**config.mk**
```make
export PLATFORM = sky130hd
export DESIGN_NAME = bdc_lerp_cell
export DESIGN_NICKNAME = d
export VERILOG_FILES = /design/src/hdl/bezier_de_casteljau_eval_unit_assert.svh /design/src/hdl/bdc_pkg.sv /design/src/hdl/bdc_lerp_cell.sv
export SDC_FILE = /design/constraint.sdc
export NUM_CORES = 2
export LEC_CHECK = 0
export BUFFER_PORTS_ARGS = -buffer_cell sky130_fd_sc_hd__buf_2
export CAP_MARGIN = 20
export CELL_PAD_IN_SITES_DETAIL_PLACEMENT = 0
export CELL_PAD_IN_SITES_GLOBAL_PLACEMENT = 1
export CORE_MARGIN = 2
export CORE_UTILIZATION = 51
export DETAILED_ROUTE_END_ITERATION = 6
export PLACE_DENSITY_LB_ADDON = 0.1
export SYNTH_ARGS = -nofsm -noshare
export SYNTH_HDL_FRONTEND = slang
export SYNTH_SLANG_ARGS = --single-unit
```
**constraint.sdc**
```tcl
create_clock -name clk_i -period 16.55 [get_ports clk_i]
set_clock_uncertainty 0.1 [all_clocks]
set_input_delay 4.1375 -clock clk_i [delete_from_list [all_inputs] [get_ports clk_i]]
set_output_delay 4.1375 -clock clk_i [all_outputs]
set_load 0.02 [all_outputs]
```
**src/hdl/bezier_de_casteljau_eval_unit_assert.svh**
```systemverilog
// Assertion macros for the de Casteljau evaluator.
// Expects clk_i and rst_ni in the scope of the module that uses them.
`ifndef BEZIER_DE_CASTELJAU_EVAL_UNIT_ASSERT_SVH
`define BEZIER_DE_CASTELJAU_EVAL_UNIT_ASSERT_SVH

// checked only out of reset
`define BDC_ASSERT(lbl, prop, msg) \
  lbl: assert property (@(posedge clk_i) disable iff (!rst_ni) prop) else $error(msg);

// checked at every edge, reset included
`define BDC_ASSERT_ALWAYS(lbl, prop, msg) \
  lbl: assert property (@(posedge clk_i) prop) else $error(msg);

`endif

```
**src/hdl/bdc_pkg.sv**
```systemverilog
// Shared types and constants of the de Casteljau evaluator.
// No dependencies.
package bdc_pkg;

  localparam int COORD_W = 24;
  localparam int T_FRAC  = 16;
  localparam int T_W     = T_FRAC + 1;
  localparam int IDX_W   = 4;
  localparam int PC_W    = 5;

  localparam logic [PC_W-1:0] PC_RESET = PC_W'(4);
  localparam logic [T_W-1:0]  T_ONE    = T_W'(1) << T_FRAC;

  typedef enum logic [0:0] {
    OP_LOAD = 1'b0,
    OP_EVAL = 1'b1
  } op_e;

  typedef struct packed {
    op_e                       operation;
    logic [IDX_W-1:0]          point_index;
    logic signed [COORD_W-1:0] x_coord;
    logic signed [COORD_W-1:0] y_coord;
    logic [T_W-1:0]            t_param;
  } in_item_t;

  typedef struct packed {
    logic signed [COORD_W-1:0] curve_x;
    logic signed [COORD_W-1:0] curve_y;
  } out_item_t;

  // control from the sequencer to every cell of the row
  typedef struct packed {
    logic             store_we;
    logic [IDX_W-1:0] store_idx;
    logic             row_load;
    logic             row_step;
  } row_ctrl_t;

endpackage

```
**src/hdl/bdc_lerp_cell.sv**
```systemverilog
// One cell of the reduction row: holds one control point and one working point.
// Depends on bdc_pkg.
module bdc_lerp_cell #(
  parameter int CELL_INDEX = 0
) (
  input  logic                               clk_i,
  input  bdc_pkg::row_ctrl_t                 ctrl_i,
  input  logic signed [bdc_pkg::COORD_W-1:0] wr_x_i,
  input  logic signed [bdc_pkg::COORD_W-1:0] wr_y_i,
  input  logic [bdc_pkg::T_W-1:0]            t_i,
  input  logic signed [bdc_pkg::COORD_W-1:0] nb_x_i,
  input  logic signed [bdc_pkg::COORD_W-1:0] nb_y_i,
  output logic signed [bdc_pkg::COORD_W-1:0] q_x_o,
  output logic signed [bdc_pkg::COORD_W-1:0] q_y_o
);

  localparam int CW     = bdc_pkg::COORD_W;
  localparam int PROD_W = CW + 1 + bdc_pkg::T_W + 1;

  logic signed [CW-1:0] px_q, py_q;
  logic signed [CW-1:0] qx_q, qy_q;
  logic signed [CW-1:0] qx_d, qy_d;
  logic                 hit;

  // a + floor((b - a) * t / 2^T_FRAC + 1/2)
  function automatic logic signed [CW-1:0] lerp(
    input logic signed [CW-1:0]      a,
    input logic signed [CW-1:0]      b,
    input logic [bdc_pkg::T_W-1:0]   t
  );
    logic signed [CW:0]       d;
    logic signed [PROD_W-1:0] p;
    logic signed [PROD_W-1:0] s;
    d = $signed({b[CW-1], b}) - $signed({a[CW-1], a});
    p = d * $signed({1'b0, t});
    p = p + (PROD_W'(1) <<< (bdc_pkg::T_FRAC - 1));
    s = p >>> bdc_pkg::T_FRAC;
    return a + s[CW-1:0];
  endfunction

  assign hit = ctrl_i.store_we && (32'(ctrl_i.store_idx) == CELL_INDEX);

  always_ff @(posedge clk_i) begin
    if (hit) begin
      px_q <= wr_x_i;
      py_q <= wr_y_i;
    end
  end

  always_comb begin
    qx_d = qx_q;
    qy_d = qy_q;
    if (ctrl_i.row_load) begin
      qx_d = px_q;
      qy_d = py_q;
    end else if (ctrl_i.row_step) begin
      qx_d = lerp(qx_q, nb_x_i, t_i);
      qy_d = lerp(qy_q, nb_y_i, t_i);
    end
  end

  always_ff @(posedge clk_i) begin
    qx_q <= qx_d;
    qy_q <= qy_d;
  end

  assign q_x_o = qx_q;
  assign q_y_o = qy_q;

endmodule

```
==> impl_metrics.env <==
export IMPL_rsz0062_at_grt="no"
export IMPL_drcViolationCount=0
export IMPL_startpoint_type="primary input"
export IMPL_worstSetupStartpoint="nb_y_i[0]"
export IMPL_hp_start="py_q[6]"
export IMPL_die_area_sq_um=74300
export IMPL_global_route_usage_met1=0.346
export IMPL_hold_class="reg -> reg"
export IMPL_min_to="q_y_o[6]"
export IMPL_drt_antenna_net_count=0
export IMPL_floorplan_io_pins=169
export IMPL_dpl_instance_area_sq_um=38800
export IMPL_maxSlewViolCount=0
export IMPL_global_routing_usage_on_met2=0.448
export IMPL_place_detailed_hpwl_mm=69.8
export IMPL_dp_cells=5024
export IMPL_grt_start_max_net_pins=51
export IMPL_number_of_port_buffers=168
export IMPL_first_global_vias=27826
export IMPL_crit_path_top_delay_cell="o311ai_1"
export IMPL_cts_sinks=96
export IMPL_synth_edf_count=96
export IMPL_numCtsBuffers=9
export IMPL_synthToLayoutAreaGrowth_pct=6.23
export IMPL_synth_top_area_share=0.432
export IMPL_ys_types=79
export IMPL_clk_insertion_delay_late_ps=390
export IMPL_achievable_frequency_mhz=66.2
export IMPL_report_final_setup_viol=0
export IMPL_ctsHtreeMaxLevel=3
export IMPL_layout_cell_area_non_filler_sq_um=39100
export IMPL_tritoncts="yes"
export IMPL_grt_remaining_overflow=0
export IMPL_final_hold_viol_count=0
export IMPL_cts_resized=0
export IMPL_worstPathMaxFanout=17
export IMPL_yosysWarningCount=0
export IMPL_async_flop_share=0
export IMPL_timing_reg2reg_worst_path_depth=40
export IMPL_gp_congestion=0.828
export IMPL_ys_ff_latch=96
export IMPL_ys_seq_area_frac=0.0783
export IMPL_synthesis_instances=4006
export IMPL_routedWlPerCell_um=17.7
export IMPL_syn_num_nets=5259
export IMPL_floorplan_initialDensity=0.515
export IMPL_gr_usage_met3=0.0235
export IMPL_critical_path_most_common_cell="fa_1"
export IMPL_ctsLongestPathBuffers=2
export IMPL_post_cts_repair_setup_buffers=0
export IMPL_r2r_end="q_y_o[23]"
export IMPL_post_synth_instance_area_sq_um=36800
export IMPL_fp_dieW_um=273
export IMPL_mapped_avg_cell_area_sq_um=9.19
export IMPL_drtPass1Iterations=5
export IMPL_finalWirelength_mm=89.2
export IMPL_top_usage_layer="met2"
export IMPL_num_vias=25754
export IMPL_maxCapViolations=0
export IMPL_worst_pin_slew_ps=1140
export IMPL_cell_row_count=98
export IMPL_worst_setup_path_end_kind="flip-flop"
export IMPL_cts_root_buf="clkbuf_16"
export IMPL_final_period_utilization=0.913
export IMPL_reg2reg_from="q_y_o[0]"
export IMPL_worst_r2r_setup_slack_ps=4840
export IMPL_instances_no_fill=5044
export IMPL_netlist_top_cells_area="fa_1 43%, ha_1 11%, inv_1 10%"
export IMPL_clkSlewWorstSetupHoldPaths_ps=80
export IMPL_track_usage=0.257
export IMPL_worst_ep_arrival_time_ps=15260
export IMPL_grt_first_pass_wirelength_mm=149
export IMPL_hold_slack_ps=415
export IMPL_synth_largest_area_cell="fa_1"
export IMPL_fin_crit_ps=15110
export IMPL_grt_antenna_before_repair=1
export IMPL_slew_headroom=0.239
export IMPL_chipHeight_um=273
export IMPL_critical_path_max_stage_delay_ps=870
export IMPL_setup_tns_ps=0
export IMPL_cts_hold_buf=0
export IMPL_hold_path_cell_count=2
export IMPL_cp_data_required_time_ps=16700
export IMPL_drive_above_1_share=0.0699
export IMPL_ys_dominant_reg_cell="edfxtp_1"
export IMPL_result_of_the_run="completed"
export IMPL_dr_first_iter_drc_count=1074
export IMPL_route_detailed_vias_per_inst=5.11
export IMPL_core_area_sq_um=71500
export IMPL_finalNetCount=5340
export IMPL_timing_worst_setup_path_type="in -> reg"
==> cells in the mapped netlist, types with 8 or more instances <==
| cell type | instances |
|---|---|
| o21ai_0 | 60 |
| ha_1 | 338 |
| nand2b_1 | 28 |
| and3_1 | 8 |
| xor2_1 | 33 |
| o21a_1 | 30 |
| a21oi_1 | 95 |
| nand2_1 | 405 |
| mux2_2 | 8 |
| a21o_1 | 34 |
| o21ai_1 | 23 |
| nor2_1 | 83 |
| fa_1 | 794 |
| nor3_1 | 23 |
| edfxtp_1 | 96 |
| o21bai_1 | 14 |
| inv_1 | 997 |
| xnor2_1 | 114 |
| nor2b_1 | 59 |
| and2_1 | 469 |
| clkbuf_1 | 146 |
| nand3_1 | 24 |
| o31ai_1 | 8 |
==> layout by cell type (no fill, tap or decap), types with 5 or more instances in the layout <==
cell type,count
a21boi_0,5
o211ai_1,6
edfxtp_1,96
nand4_1,5
nand2_1,405
fa_1,794
and2_1,468
a211oi_1,7
or2_2,5
xnor2_1,98
buf_4,52
clkbuf_16,9
o21ai_1,23
nand2b_1,28
nor2b_1,59
a31oi_1,6
a21o_1,34
inv_1,997
nor2_1,81
nand3_1,24
buf_2,167
o21ai_0,60
mux2_2,8
and3_1,8
ha_1,338
o31ai_1,8
a21oi_1,95
xnor2_2,16
xor2_1,32
nor3_1,23
o21bai_1,14
o21a_1,30
==> area by class of cell <==
type                            count  area, sq um
Sequential cell                    96         2880
Tap cell                          950         1190
Clock inverter                      6         51.3
Timing Repair Buffer              221         1250
Fill cell                        6837        32400
Clock buffer                       10          229
Inverter                          997         3740
Multi-Input combinational cell   2762        29700
Antenna cell                        2         5.00
==> kinds of logic after synthesis <==
| kind of cell | after synthesis | share of synthesized area |
|---|---|---|
| DFF | 96 | 0.0783 |
| adders and majority gates | 1132 | 0.547 |
| AOI/OAI and AO/OA | 342 | 0.0605 |
| muxes | 8 | 0.00245 |
| buffers and inverters | 1148 | 0.117 |
| and+or+nand+nor | 1131 | 0.158 |
| xor gates and xnor gates | 149 | 0.0362 |
==> registers in the layout, summed over array words and instances, names as in the netlist <==
signal and count:
q_x_o 24, py_q 24, px_q 24, q_y_o 24
==> critical path, delay by kind of cell <==
kind                     cells  cell delay (ps)
adder cells (fa/ha/maj)     10             3980
buffers and inverters        6              360
AND/OR/NAND/NOR              9             1800
XOR/XNOR                     5             1500
AO/OA/AOI/OAI               12             3470
==> how the worst max path moves through the flow <==
| stage | slack (ps) | to |
|---|---|---|
| after detailed placement | 1190 | q_y_o[23] |
| after global routing | 730 | q_y_o[22] |
| after CTS | 1590 | q_y_o[23] |
| after floorplan | 3070 | q_x_o[20] |
| final | 1440 | q_y_o[23] |
| after global placement | 1160 | q_y_o[23] |
==> metal layers <==
layer	part of all wire	routed length, um	vias to the layer above
li1	-	-	12065
met1	0.44	39000	13123
met2	0.50	45000	452
met3	0.036	3210	114
met4	0.022	1950	0
met5	0	0	-
==> stage by stage <==
step                      setup WS (ps)  utilization
after global placement             1160        0.543
after global routing                727        0.547
after detailed placement           1190        0.543
final                              1440        0.547
after floorplan                    3070            -
after CTS                          1590        0.546
Power is not shown: default switching activity piles up to over one toggle a cycle in this logic, so the estimate is an artifact.
