### config.mk
export PLATFORM = sky130hd
export DESIGN_NAME = bdc_ctrl
export DESIGN_NICKNAME = d
export VERILOG_FILES = /design/src/hdl/bdc_pkg.sv /design/src/hdl/bdc_ctrl.sv
export VERILOG_INCLUDE_DIRS = /design/src /design/src/hdl
export SDC_FILE = /design/constraint.sdc
export NUM_CORES = 1
export LEC_CHECK = 0
export BUFFER_PORTS_ARGS = -buffer_cell sky130_fd_sc_hd__buf_2
export CAP_MARGIN = 20
export CELL_PAD_IN_SITES_DETAIL_PLACEMENT = 1
export CELL_PAD_IN_SITES_GLOBAL_PLACEMENT = 1
export CORE_MARGIN = 2
export CORE_UTILIZATION = 33
export DETAILED_ROUTE_END_ITERATION = 8
export PLACE_DENSITY_LB_ADDON = 0.1
export SLEW_MARGIN = 20
export SYNTH_ARGS = -nofsm -noshare
export SYNTH_HDL_FRONTEND = slang
export SYNTH_SLANG_ARGS = --single-unit
### constraint.sdc
create_clock -name clk_i -period 9.08 [get_ports clk_i]
set_input_delay 1.816 -clock clk_i [delete_from_list [all_inputs] [get_ports clk_i]]
set_output_delay 1.816 -clock clk_i [all_outputs]
set_load 0.1 [all_outputs]
### src/hdl/bezier_de_casteljau_eval_unit_assert.svh
// Assertion macros for the de Casteljau evaluator.
// Expects clk_i and rst_ni in the scope of the module that uses them.
`ifndef BEZIER_DE_CASTELJAU_EVAL_UNIT_ASSERT_SVH
`define BEZIER_DE_CASTELJAU_EVAL_UNIT_ASSERT_SVH

// checked only out of reset
`define BDC_ASSERT(lbl, prop, msg) \
  lbl: assert property (@(posedge clk_i) disable iff (!rst_ni) prop) else $error(msg);

// checked at every edge, reset included
`define BDC_ASSERT_ALWAYS(lbl, prop, msg) \
  lbl: assert property (@(posedge clk_i) prop) else $error(msg);

`endif

### src/hdl/bdc_pkg.sv
// Shared types and constants of the de Casteljau evaluator.
// No dependencies.
package bdc_pkg;

  localparam int COORD_W = 24;
  localparam int T_FRAC  = 16;
  localparam int T_W     = T_FRAC + 1;
  localparam int IDX_W   = 4;
  localparam int PC_W    = 5;

  localparam logic [PC_W-1:0] PC_RESET = PC_W'(4);
  localparam logic [T_W-1:0]  T_ONE    = T_W'(1) << T_FRAC;

  typedef enum logic [0:0] {
    OP_LOAD = 1'b0,
    OP_EVAL = 1'b1
  } op_e;

  typedef struct packed {
    op_e                       operation;
    logic [IDX_W-1:0]          point_index;
    logic signed [COORD_W-1:0] x_coord;
    logic signed [COORD_W-1:0] y_coord;
    logic [T_W-1:0]            t_param;
  } in_item_t;

  typedef struct packed {
    logic signed [COORD_W-1:0] curve_x;
    logic signed [COORD_W-1:0] curve_y;
  } out_item_t;

  // control from the sequencer to every cell of the row
  typedef struct packed {
    logic             store_we;
    logic [IDX_W-1:0] store_idx;
    logic             row_load;
    logic             row_step;
  } row_ctrl_t;

endpackage

### src/hdl/bdc_ctrl.sv
// Sequencer: handshakes, point_count register, level counter and result register.
// Depends on bdc_pkg and bezier_de_casteljau_eval_unit_assert.svh.
`include "bezier_de_casteljau_eval_unit_assert.svh"

module bdc_ctrl #(
  parameter int MAX_POINTS = 16
) (
  input  logic                               clk_i,
  input  logic                               rst_ni,
  input  logic                               in_valid_i,
  output logic                               in_stall_o,
  input  bdc_pkg::in_item_t                  in_data_i,
  output logic                               out_valid_o,
  input  logic                               out_stall_i,
  output bdc_pkg::out_item_t                 out_data_o,
  input  logic                               cfg_valid_i,
  output logic                               cfg_ready_o,
  input  logic [bdc_pkg::PC_W-1:0]           cfg_data_i,
  input  logic signed [bdc_pkg::COORD_W-1:0] q0_x_i,
  input  logic signed [bdc_pkg::COORD_W-1:0] q0_y_i,
  output bdc_pkg::row_ctrl_t                 row_ctrl_o,
  output logic [bdc_pkg::T_W-1:0]            t_o
);

  localparam int LVL_W = $clog2(MAX_POINTS);

  typedef enum logic [1:0] {
    ST_IDLE = 2'b01,
    ST_RUN  = 2'b10
  } state_e;

  state_e                   state_q, state_d;
  logic [bdc_pkg::PC_W-1:0] pc_q;
  logic [LVL_W-1:0]         lvl_q, lvl_d;
  logic [bdc_pkg::T_W-1:0]  t_q, t_d;
  logic                     out_valid_q, out_valid_d;
  bdc_pkg::out_item_t       out_q;
  logic                     in_acc, acc_eval, acc_load, step, emit;
  int unsigned              levels;

  assign in_stall_o  = (state_q != ST_IDLE);
  assign cfg_ready_o = (state_q == ST_IDLE);
  assign in_acc      = in_valid_i && !in_stall_o;
  assign acc_eval    = in_acc && (in_data_i.operation == bdc_pkg::OP_EVAL);
  assign acc_load    = in_acc && (in_data_i.operation == bdc_pkg::OP_LOAD);
  assign step        = (state_q == ST_RUN) && (lvl_q != '0);
  assign emit        = (state_q == ST_RUN) && (lvl_q == '0) && (!out_valid_q || !out_stall_i);

  // reduction levels = clamp(point_count, 1, MAX_POINTS) - 1
  always_comb begin
    if (pc_q <= bdc_pkg::PC_W'(1)) begin
      levels = 0;
    end else if (32'(pc_q) > MAX_POINTS) begin
      levels = MAX_POINTS - 1;
    end else begin
      levels = 32'(pc_q) - 1;
    end
  end

  always_comb begin
    state_d = state_q;
    lvl_d   = lvl_q;
    t_d     = t_q;
    unique case (state_q)
      ST_IDLE: begin
        if (acc_eval) begin
          state_d = ST_RUN;
          lvl_d   = LVL_W'(levels);
          t_d     = (in_data_i.t_param > bdc_pkg::T_ONE) ? bdc_pkg::T_ONE
                                                         : in_data_i.t_param;
        end
      end
      ST_RUN: begin
        if (step) begin
          lvl_d = lvl_q - LVL_W'(1);
        end else if (emit) begin
          state_d = ST_IDLE;
        end
      end
      default: state_d = ST_IDLE;
    endcase
  end

  always_comb begin
    out_valid_d = out_valid_q && out_stall_i;
    if (emit) begin
      out_valid_d = 1'b1;
    end
  end

  always_ff @(posedge clk_i or negedge rst_ni) begin
    if (!rst_ni) begin
      state_q     <= ST_IDLE;
      pc_q        <= bdc_pkg::PC_RESET;
      lvl_q       <= '0;
      out_valid_q <= 1'b0;
    end else begin
      state_q     <= state_d;
      lvl_q       <= lvl_d;
      out_valid_q <= out_valid_d;
      if (cfg_valid_i && cfg_ready_o) begin
        pc_q <= cfg_data_i;
      end
    end
  end

  always_ff @(posedge clk_i) begin
    t_q <= t_d;
    if (emit) begin
      out_q.curve_x <= q0_x_i;
      out_q.curve_y <= q0_y_i;
    end
  end

  assign row_ctrl_o.store_we  = acc_load;
  assign row_ctrl_o.store_idx = in_data_i.point_index;
  assign row_ctrl_o.row_load  = acc_eval;
  assign row_ctrl_o.row_step  = step;
  assign t_o                  = t_q;
  assign out_valid_o          = out_valid_q;
  assign out_data_o           = out_q;

  `BDC_ASSERT(a_eval_starts_run, acc_eval |=> (state_q == ST_RUN), "evaluate item did not start a run")
  `BDC_ASSERT(a_level_counts_down, step |=> (lvl_q == $past(lvl_q) - LVL_W'(1)), "level counter skipped")
  `BDC_ASSERT(a_t_clamped, (state_q == ST_RUN) |-> (t_q <= bdc_pkg::T_ONE), "t above one in use")
  `BDC_ASSERT_ALWAYS(a_load_no_result, (rst_ni && acc_load && !out_valid_q) |=> !out_valid_q, "load item gave a result")

endmodule

==> flow_metrics.env, run 1 <==
export IMPL_status="finished clean"
export IMPL_worstPathCellList="buf_2, nand4b_1, inv_1, buf_2"
export IMPL_cts_tree="done"
export IMPL_overflow=0
export IMPL_grt_pass1_vias=1918
export IMPL_die_h_um=97.7
export IMPL_fin_area_um2=3920
export IMPL_finalHoldViolations=0
export IMPL_ys_seq_area_share_pct=77.8
export IMPL_cp_slowest_cell="buf_2"
export IMPL_ir_drop_uv=115
export IMPL_drive_gt1_share_pct=56.8
export IMPL_syn_inst=168
export IMPL_combPwrFrac_pct=16.6
export IMPL_yosys_area_top_type_share_pct=67.3
export IMPL_fin_nets=448
export IMPL_clkLatencyLatePin_ns=0.35
export IMPL_hpwl_mm=5.08
export IMPL_worst_pin_slew_ns=0.638
export IMPL_drv_slew=0
export IMPL_grt_pass1_wl_mm=10.3
export IMPL_reg2reg_slack_ns=6.87
export IMPL_die_w_um=97.7
export IMPL_yosys_warnings=0
export IMPL_cp_max_fo=5
export IMPL_cts_root_buf="clkbuf_8"
export IMPL_avgSynthCellArea_um2=17.3
export IMPL_yosysMostFrequentCell="edfxtp_1"
export IMPL_pwr_share_clk_pct=32.3
export IMPL_portBuffers=146
export IMPL_ios=203
export IMPL_r2r_end="out_data_o[23]"
export IMPL_intPower_uw=583
export IMPL_multi_input_area_um2=551
export IMPL_yosys_top_cells_area="edfxtp_1, dfrtp_1, nor2b_1"
export IMPL_seq_area_um2=2250
export IMPL_switching_share_pct=29.8
export IMPL_fin_crit_sh_pct=51.8
export IMPL_fmax_mhz=213
export IMPL_rsz0062_at_grt="no"
export IMPL_firstDrtPassIters=3
export IMPL_gp_congestion=0.734
export IMPL_routed_wl_mm=6.56
export IMPL_crit_family="buffers and inverters"
export IMPL_cts_buffer_depth=2
export IMPL_cp_end_kind="output pin"
export IMPL_slew_headroom_pct=57.4
export IMPL_crit_path_max_incr_delay_ns=0.45
export IMPL_finalClockSkew_ns=0.00796
export IMPL_ant_nets=0
export IMPL_syn_nets=299
export IMPL_maxCapViolCount=0
export IMPL_worstSetupStartpointType="primary input"
export IMPL_wl_per_cell_um=15.3
export IMPL_track_usage_pct=14.0
export IMPL_postCtsHoldBufs=0
export IMPL_synth_ff_type="edfxtp_1"
export IMPL_design_die_area_um2=9550
export IMPL_start_util_pct=33.6
export IMPL_min_from="lvl_q[1]"
export IMPL_path_depth=4
export IMPL_p_sw_uw=247
export IMPL_cp_arrival_ns=2.88
export IMPL_crit_required_ns=7.26
export IMPL_async_reset_ff_share_pct=15.6
export IMPL_final_cells=430
export IMPL_reg2reg_depth=6
export IMPL_synth_area_leader_cell="edfxtp_1"
export IMPL_ys_ff_latch=77
export IMPL_cts_htree_levels=3
export IMPL_vias_per_cell=4.50
export IMPL_placed_area_um2=3720
export IMPL_hold_path_class="flop to flop"
export IMPL_power_density_nw_per_um2=212
export IMPL_synth_edf_count=65
export IMPL_min_path_cells=1
export IMPL_period_needed_ns=4.70
export IMPL_critPathKind="primary input to output pin"
export IMPL_power_leakage_nw=1.67
export IMPL_dp_cells=414
export IMPL_setup_viol=0
export IMPL_cts_resized=0
export IMPL_antenna_found_initial=0
export IMPL_fill_cells=940
export IMPL_syn_area_um2=2900
export IMPL_syn2layout_area_growth_pct=35.3
export IMPL_cts_buffers_inserted=9
export IMPL_post_cts_setup_buffers=0
export IMPL_drcViolationCount=0
export IMPL_placementRows=34
export IMPL_worst_path_buf_inv=3
export IMPL_synth_common_cells="edfxtp_1, nor2b_1, dfrtp_1"
export IMPL_crit_top_cell="buf_2"
export IMPL_diodes=0
export IMPL_grt_max_degree=49
export IMPL_finalSetupTns_ns=0
export IMPL_route_vias_total=1934
export IMPL_synth_distinct_cells=37
export IMPL_cts_sinks=77
export IMPL_p_seq_share_pct=51.0
export IMPL_core_um2=8640
export IMPL_clk_pin_slew_worst_paths_ns=0.09
export IMPL_min_to="lvl_q[1]"
export IMPL_first_iter_violations=27
export IMPL_r2r_start="lvl_q[0]"
[metal layers]
metal  up-vias  track usage [%]  part of all wire (%)
met4         0             5.56                   1.6
li1        907                -                     -
met5         -                0                     0
met3         8             5.87                   9.0
met2       111             20.8                    45
met1       908             18.3                    45
[cell usage in the layout (no fill, tap or decap), types with 2 or more instances in the layout]
cell	n
nor2b_1	16
nor2_1	4
clkbuf_8	9
inv_6	2
inv_1	9
a21oi_1	4
edfxtp_1	65
dfrtp_1	10
o21ai_1	2
o21ai_0	2
buf_2	146
nor4_2	4
nand2b_1	2
nand2_1	7
clkinvlp_4	2
nor3_1	3
ha_1	3
dfstp_2	2
o21a_1	2
mux2_2	5
[logic make-up (layout without fill, tap and decap cells)]
group                      Yosys count  in the layout  share of synthesized area, %
AOI/OAI and AO/OA                   20             20                          5.40
xor gates and xnor gates             1              1                         0.302
DFF                                 77             77                          77.8
buffers and inverters               19            173                          3.63
and+or+nand+nor                     43             43                          9.67
muxes                                5              5                          1.94
adders and majority gates            3              3                          1.29
[worst register-to-register path: cells and delay by family (launching register included)]
family | cells | cell delay (ns)
AND/OR/NAND/NOR | 2 | 0.52
flip-flops | 1 | 0.41
buffers and inverters | 2 | 0.57
adder cells (fa/ha/maj) | 1 | 0.19
AO/OA/AOI/OAI | 1 | 0.13
[registers in the layout, summed over array words and instances (netlist names)]
| signal | cells |
|---|---|
| lvl_q | 4 |
| out_data_o | 48 |
| out_valid_o | 1 |
| pc_q | 5 |
| state_q | 2 |
| t_o | 17 |
[power by group through the flow]
| stage | sequential [mW] | clock [mW] | combinational [mW] |
|---|---|---|---|
| floorplan | 0.460 | 0 | 0.0813 |
| global placement | 0.432 | 0 | 0.138 |
| detailed placement | 0.433 | 0 | 0.139 |
| CTS | 0.425 | 0.277 | 0.140 |
| global route | 0.428 | 0.294 | 0.150 |
| finish | 0.424 | 0.269 | 0.138 |
[metrics by stage]
stage | utilization, % | hold WS [ns] | power, mW | setup WS, ns
2_1_floorplan | - | 0.503 | 0.542 | 4.49
3_3_place_gp | 43.0 | 0.531 | 0.570 | 4.36
3_5_place_dp | 43.0 | 0.533 | 0.572 | 4.37
4_1_cts | 45.4 | 0.554 | 0.842 | 4.37
5_1_grt | 45.4 | 0.590 | 0.872 | 4.31
6_report | 45.4 | 0.553 | 0.831 | 4.38
[cell type report]
class | instances | area share, %
multi-input cells | 72 | 14.0
repair buffers | 147 | 18.8
clock buffers | 9 | 3.16
flip-flops and latches | 77 | 57.5
well taps | 108 | 3.44
clock inverters | 7 | 2.11
inverters | 10 | 0.957
[worst max-delay path by stage]
stage	end	slack, ns	from
final	row_ctrl_o[1]	4.38	in_data_i[69]
after global routing	row_ctrl_o[1]	4.31	in_data_i[69]
after CTS	row_ctrl_o[1]	4.37	in_data_i[69]
after detailed placement	row_ctrl_o[1]	4.37	in_data_i[69]
after global placement	row_ctrl_o[1]	4.36	in_data_i[69]
after floorplan	out_data_o[0]	4.49	out_stall_i
No activity file was read; power rests on OpenSTA's default activity.
==> run 2: changes to the inputs <==
CORE_UTILIZATION = 31   (was 33)
clock period = 4.6 ns   (was 9.08 ns; I/O delays follow)
==> run 2 against run 1 <==
- combinational power grew 96%
- die area grew 6.2%
- largest power group unchanged
- global-route usage shrank 0.96 points
- clock power grew 100%
- critical path type unchanged
==> flow_metrics.env, run 2 (synthesis gave the netlist of run 1 again) <==
export IMPL_status="finished clean"
export IMPL_fin_nets=448
export IMPL_power_density_nw_per_um2=422
export IMPL_routed_wl_mm=6.80
export IMPL_seq_area_um2=2250
export IMPL_crit_path_max_incr_delay_ns=0.45
export IMPL_maxCapViolCount=0
export IMPL_post_cts_setup_buffers=0
export IMPL_hold_path_class="primary input to asynchronous set/reset pin"
export IMPL_cp_slowest_cell="buf_2"
export IMPL_syn2layout_area_growth_pct=35.6
export IMPL_period_needed_ns=2.90
export IMPL_cts_buffer_depth=2
export IMPL_cts_htree_levels=3
export IMPL_worst_pin_slew_ns=0.860
export IMPL_cts_resized=0
export IMPL_cp_arrival_ns=1.98
export IMPL_cts_root_buf="clkbuf_8"
export IMPL_drive_gt1_share_pct=56.7
export IMPL_cts_tree="done"
export IMPL_diodes=0
export IMPL_ir_drop_uv=235
export IMPL_power_total_mw=1.66
export IMPL_fin_crit_sh_pct=63.0
export IMPL_postCtsHoldBufs=0
export IMPL_core_um2=9150
export IMPL_ios=203
export IMPL_ant_nets=0
export IMPL_r2r_end="out_data_o[41]"
export IMPL_die_h_um=101
export IMPL_rsz0062_at_grt="no"
export IMPL_finalHoldViolations=0
export IMPL_worstSetupStartpointType="primary input"
export IMPL_cp_end_kind="output pin"
export IMPL_design_die_area_um2=10100
export IMPL_die_w_um=101
export IMPL_overflow=0
export IMPL_fin_ws_ns=1.70
export IMPL_crit_top_cell="buf_2"
export IMPL_r2r_start="lvl_q[0]"
export IMPL_reg2reg_slack_ns=1.95
export IMPL_cp_startpoint="in_data_i[69]"
export IMPL_worst_path_buf_inv=3
export IMPL_cp_max_fo=5
export IMPL_portBuffers=146
export IMPL_drv_slew=0
export IMPL_slew_headroom_pct=42.5
export IMPL_final_common_cell="buf_2"
export IMPL_fill_cells=987
export IMPL_crit_family="buffers and inverters"
export IMPL_grt_pass1_vias=1846
export IMPL_setup_viol=0
export IMPL_start_util_pct=31.7
export IMPL_antenna_found_initial=0
export IMPL_layout_common_cells="buf_2, edfxtp_1, nor2b_1, dfrtp_1"
export IMPL_grt_max_degree=29
export IMPL_placementRows=35
export IMPL_finalSetupTns_ns=0
export IMPL_drcViolationCount=0
export IMPL_multi_input_area_um2=551
export IMPL_vias_per_cell=4.43
export IMPL_power_leakage_nw=1.67
export IMPL_pre_cts_slack_ns=1.67
export IMPL_worstPathCellList="buf_2, nand4b_1, inv_1, buf_2"
export IMPL_gp_congestion=0.706
export IMPL_finalClockSkew_ns=0.0120
export IMPL_clkLatencyLatePin_ns=0.34
export IMPL_clk_pin_slew_worst_paths_ns=0.08
export IMPL_grt_pass1_wl_mm=10.0
export IMPL_cts_buffers_inserted=9
export IMPL_crit_required_ns=3.68
export IMPL_largest_reg_flops=48
export IMPL_hpwl_mm=5.16
export IMPL_firstDrtPassIters=4
export IMPL_track_usage_pct=13.0
export IMPL_cts_sinks=77
export IMPL_critPathKind="primary input to output pin"
export IMPL_fmax_mhz=345
export IMPL_holdWs_ns=0.455
export IMPL_reg2reg_depth=6
export IMPL_wl_per_cell_um=15.7
export IMPL_route_vias_total=1914
export IMPL_first_iter_violations=55
==> run 2: layer usage <==
metal | GRT usage, % | wire length (um) | vias up
li1 | - | - | 905
met1 | 16.8 | 2880 | 904
met2 | 19.7 | 3130 | 99
met3 | 4.72 | 706 | 6
met4 | 5.80 | 79 | 0
met5 | 0 | 0 | -
==> run 2: how the worst max path moves through the flow <==
| stage | to | slack, ns | depth (start not counted) |
|---|---|---|---|
| final | row_ctrl_o[1] | 1.70 | 4 |
| after global placement | row_ctrl_o[1] | 1.66 | 4 |
| after floorplan | out_data_o[0] | 0.76 | 5 |
| after CTS | row_ctrl_o[1] | 1.67 | 4 |
| after detailed placement | row_ctrl_o[1] | 1.67 | 4 |
| after global routing | row_ctrl_o[1] | 1.61 | 4 |
==> run 2: metrics by stage <==
| stage | cell area, um2 | instances | utilization [%] |
|---|---|---|---|
| finish | 3930 | 432 | 42.9 |
| global route | 3930 | 432 | 42.9 |
| CTS | 3930 | 432 | 42.9 |
| detailed placement | 3720 | 417 | 40.6 |
| global placement | 3720 | 417 | 40.6 |
| floorplan | 2900 | 168 | - |
==> run 2: report_power, final <==
group	switching, mW	leakage (nW)	internal (mW)	total (mW)
sequential	0.0389	0.730	0.800	0.839
clock	0.246	0.105	0.303	0.549
combinational	0.179	0.840	0.0921	0.271
==> run 2: final cells by class <==
type,count,share of cell area (%)
sequential,77,57.4
timing repair buffer,147,18.8
multi-input combinational,72,14.0
tap,111,3.53
clock buffer,9,3.15
clock inverter,6,2.20
inverter,10,0.955
==> run 3: changes to the inputs <==
CORE_UTILIZATION = 28   (was 31)
clock period = 2.5 ns   (was 4.6 ns; I/O delays follow)
==> run 3 against run 2 <==
- first-iteration DRC count fell by 44%
- worst hold slack worse by 0.44 ns
- cell count is 6.5% higher
- total power increased by 76%
- global-route usage down 0.55 points
- sequential share of layout area shrank 0.44 points
- cell area grew 0.76%
- critical path depth is 1 higher
- largest cell class unchanged
- highest routed layer unchanged
==> flow_metrics.env, run 3 (synthesis gave the netlist of run 1 again) <==
export IMPL_postCtsHoldBufs=0
export IMPL_clkLatencyLatePin_ns=0.35
export IMPL_ios=203
export IMPL_setup_viol=0
export IMPL_maxCapViolCount=0
export IMPL_firstDrtPassIters=4
export IMPL_cts_root_buf="clkbuf_8"
export IMPL_cts_resized=0
export IMPL_critPathKind="flop to output pin"
export IMPL_worst_pin_slew_ns=0.507
export IMPL_crit_family="buffers and inverters"
export IMPL_period_needed_ns=2.32
export IMPL_cts_buffer_depth=2
export IMPL_diodes=0
export IMPL_worstPathCellList="inv_1, ha_1, nor3b_4, nor2_1, buf_2"
export IMPL_routed_wl_met3_um=762
export IMPL_fin_nets=450
export IMPL_pwr_share_clk_pct=29.9
export IMPL_ant_nets=0
export IMPL_hold_path_class="primary input to asynchronous set/reset pin"
export IMPL_cts_sinks=77
export IMPL_ir_drop_uv=330
export IMPL_cp_end_kind="output pin"
export IMPL_fin_crit_sh_pct=92.9
export IMPL_met2WireLength_mm=3.02
export IMPL_finalHoldViolations=0
export IMPL_power_leakage_nw=1.67
export IMPL_cts_tree="done"
export IMPL_cp_slowest_cell="buf_2"
export IMPL_status="finished clean"
export IMPL_antenna_found_initial=0
export IMPL_final_common_cell="buf_2"
export IMPL_largest_reg_flops=48
export IMPL_worst_path_buf_inv=2
export IMPL_cp_arrival_ns=1.82
export IMPL_post_cts_setup_buffers=0
export IMPL_power_total_mw=2.93
export IMPL_finalClockSkew_ns=0.0130
export IMPL_slew_headroom_pct=66.2
export IMPL_portBuffers=146
export IMPL_grt_pass1_vias=1982
export IMPL_fill_cells=1124
export IMPL_drv_slew=0
export IMPL_cp_max_fo=5
export IMPL_clk_pin_slew_worst_paths_ns=0.09
export IMPL_finalSetupTns_ns=0
export IMPL_start_util_pct=28.5
export IMPL_switching_share_pct=30.9
export IMPL_core_um2=10200
export IMPL_first_iter_violations=31
export IMPL_hpwl_mm=5.22
export IMPL_syn2layout_area_growth_pct=36.6
export IMPL_fmax_mhz=431
export IMPL_overflow=0
export IMPL_worstSetupStartpointType="flop"
export IMPL_design_die_area_um2=11200
export IMPL_die_w_um=106
export IMPL_rsz0062_at_grt="no"
export IMPL_track_usage_pct=12.5
export IMPL_grt_max_degree=49
export IMPL_gp_congestion=0.685
export IMPL_intPower_mw=2.02
export IMPL_routed_wl_mm=6.80
export IMPL_die_h_um=106
export IMPL_p_seq_share_pct=52.7
export IMPL_vias_per_cell=4.27
export IMPL_top_layer="met4"
export IMPL_crit_required_ns=2.00
export IMPL_cts_htree_levels=3
export IMPL_drcViolationCount=0
export IMPL_grt_pass1_wl_mm=10.7
export IMPL_power_density_nw_per_um2=739
export IMPL_layout_common_cells="buf_2, edfxtp_1, nor2b_1, dfrtp_1"
export IMPL_cts_buffers_inserted=9
export IMPL_m1WireLength_mm=2.91
export IMPL_p_sw_uw=903
export IMPL_combPwrFrac_pct=17.4
export IMPL_crit_path_max_incr_delay_ns=0.45
export IMPL_wl_per_cell_um=14.8
export IMPL_route_vias_total=1962
export IMPL_placementRows=37
export IMPL_drive_gt1_share_pct=57.1
==> run 3: cell types whose count changed in the layout (fill, tap and decap cells not counted) <==
cell / before / now
clkinvlp_4: 1 / 2
clkinv_2: 2 / 1
buf_4: 1 / 2
bufinv_16: 2 / 0
inv_8: 0 / 1
inv_6: 1 / 3
buf_12: 0 / 1
==> run 3: cell type report <==
cell class / instances / area [um2] / share of cell area (%)
Tap cell: 136 / 170 / 4.30
Timing Repair Buffer: 149 / 766 / 19.3
Clock inverter: 7 / 57.6 / 1.45
Inverter: 10 / 37.5 / 0.948
Sequential cell: 77 / 2250 / 56.9
Clock buffer: 9 / 124 / 3.13
Multi-Input combinational cell: 72 / 551 / 13.9
==> run 3: path summary, 6_finish.rpt <==
kind	start	endpoint	slack (ns)	cells past startpoint
setup / recovery	lvl_q[0]	row_ctrl_o[0]	0.18	5
max in group asynchronous	rst_ni	state_q[0]	2.20	1
min in group clk_i	q0_y_i[5]	out_data_o[5]	0.32	1
hold / removal	rst_ni	out_valid_o	0.02	1
hold reg to reg	lvl_q[1]	lvl_q[1]	0.55	1
setup reg to reg	lvl_q[0]	out_data_o[18]	0.56	6
==> run 3: stage by stage <==
step	utilization, %	setup WS (ns)	hold slack (ns)	cells	instance area (um2)
2_1_floorplan	-	0.220	0.204	168	2910
3_3_place_gp	37.1	0.556	0.403	444	3780
3_5_place_dp	37.1	0.550	0.404	444	3780
4_1_cts	38.9	0.136	0.0136	460	3960
5_1_grt	38.9	0.0741	0.0155	460	3960
6_report	38.9	0.178	0.0171	460	3960
==> run 3: layer usage <==
layer  GRT usage [%]  vias up
li1                -      914
met1            16.2      932
met2            18.7      107
met3            4.95        9
met4            5.17        0
met5               0        -
==> run 3: power groups by stage <==
stage / logic (mW) / clock network [mW] / registers [mW]
3_5_place_dp: 0.516 / 0 / 1.57
3_3_place_gp: 0.506 / 0 / 1.57
2_1_floorplan: 0.295 / 0 / 1.67
4_1_cts: 0.517 / 0.917 / 1.54
6_report: 0.509 / 0.875 / 1.54
5_1_grt: 0.550 / 0.969 / 1.56
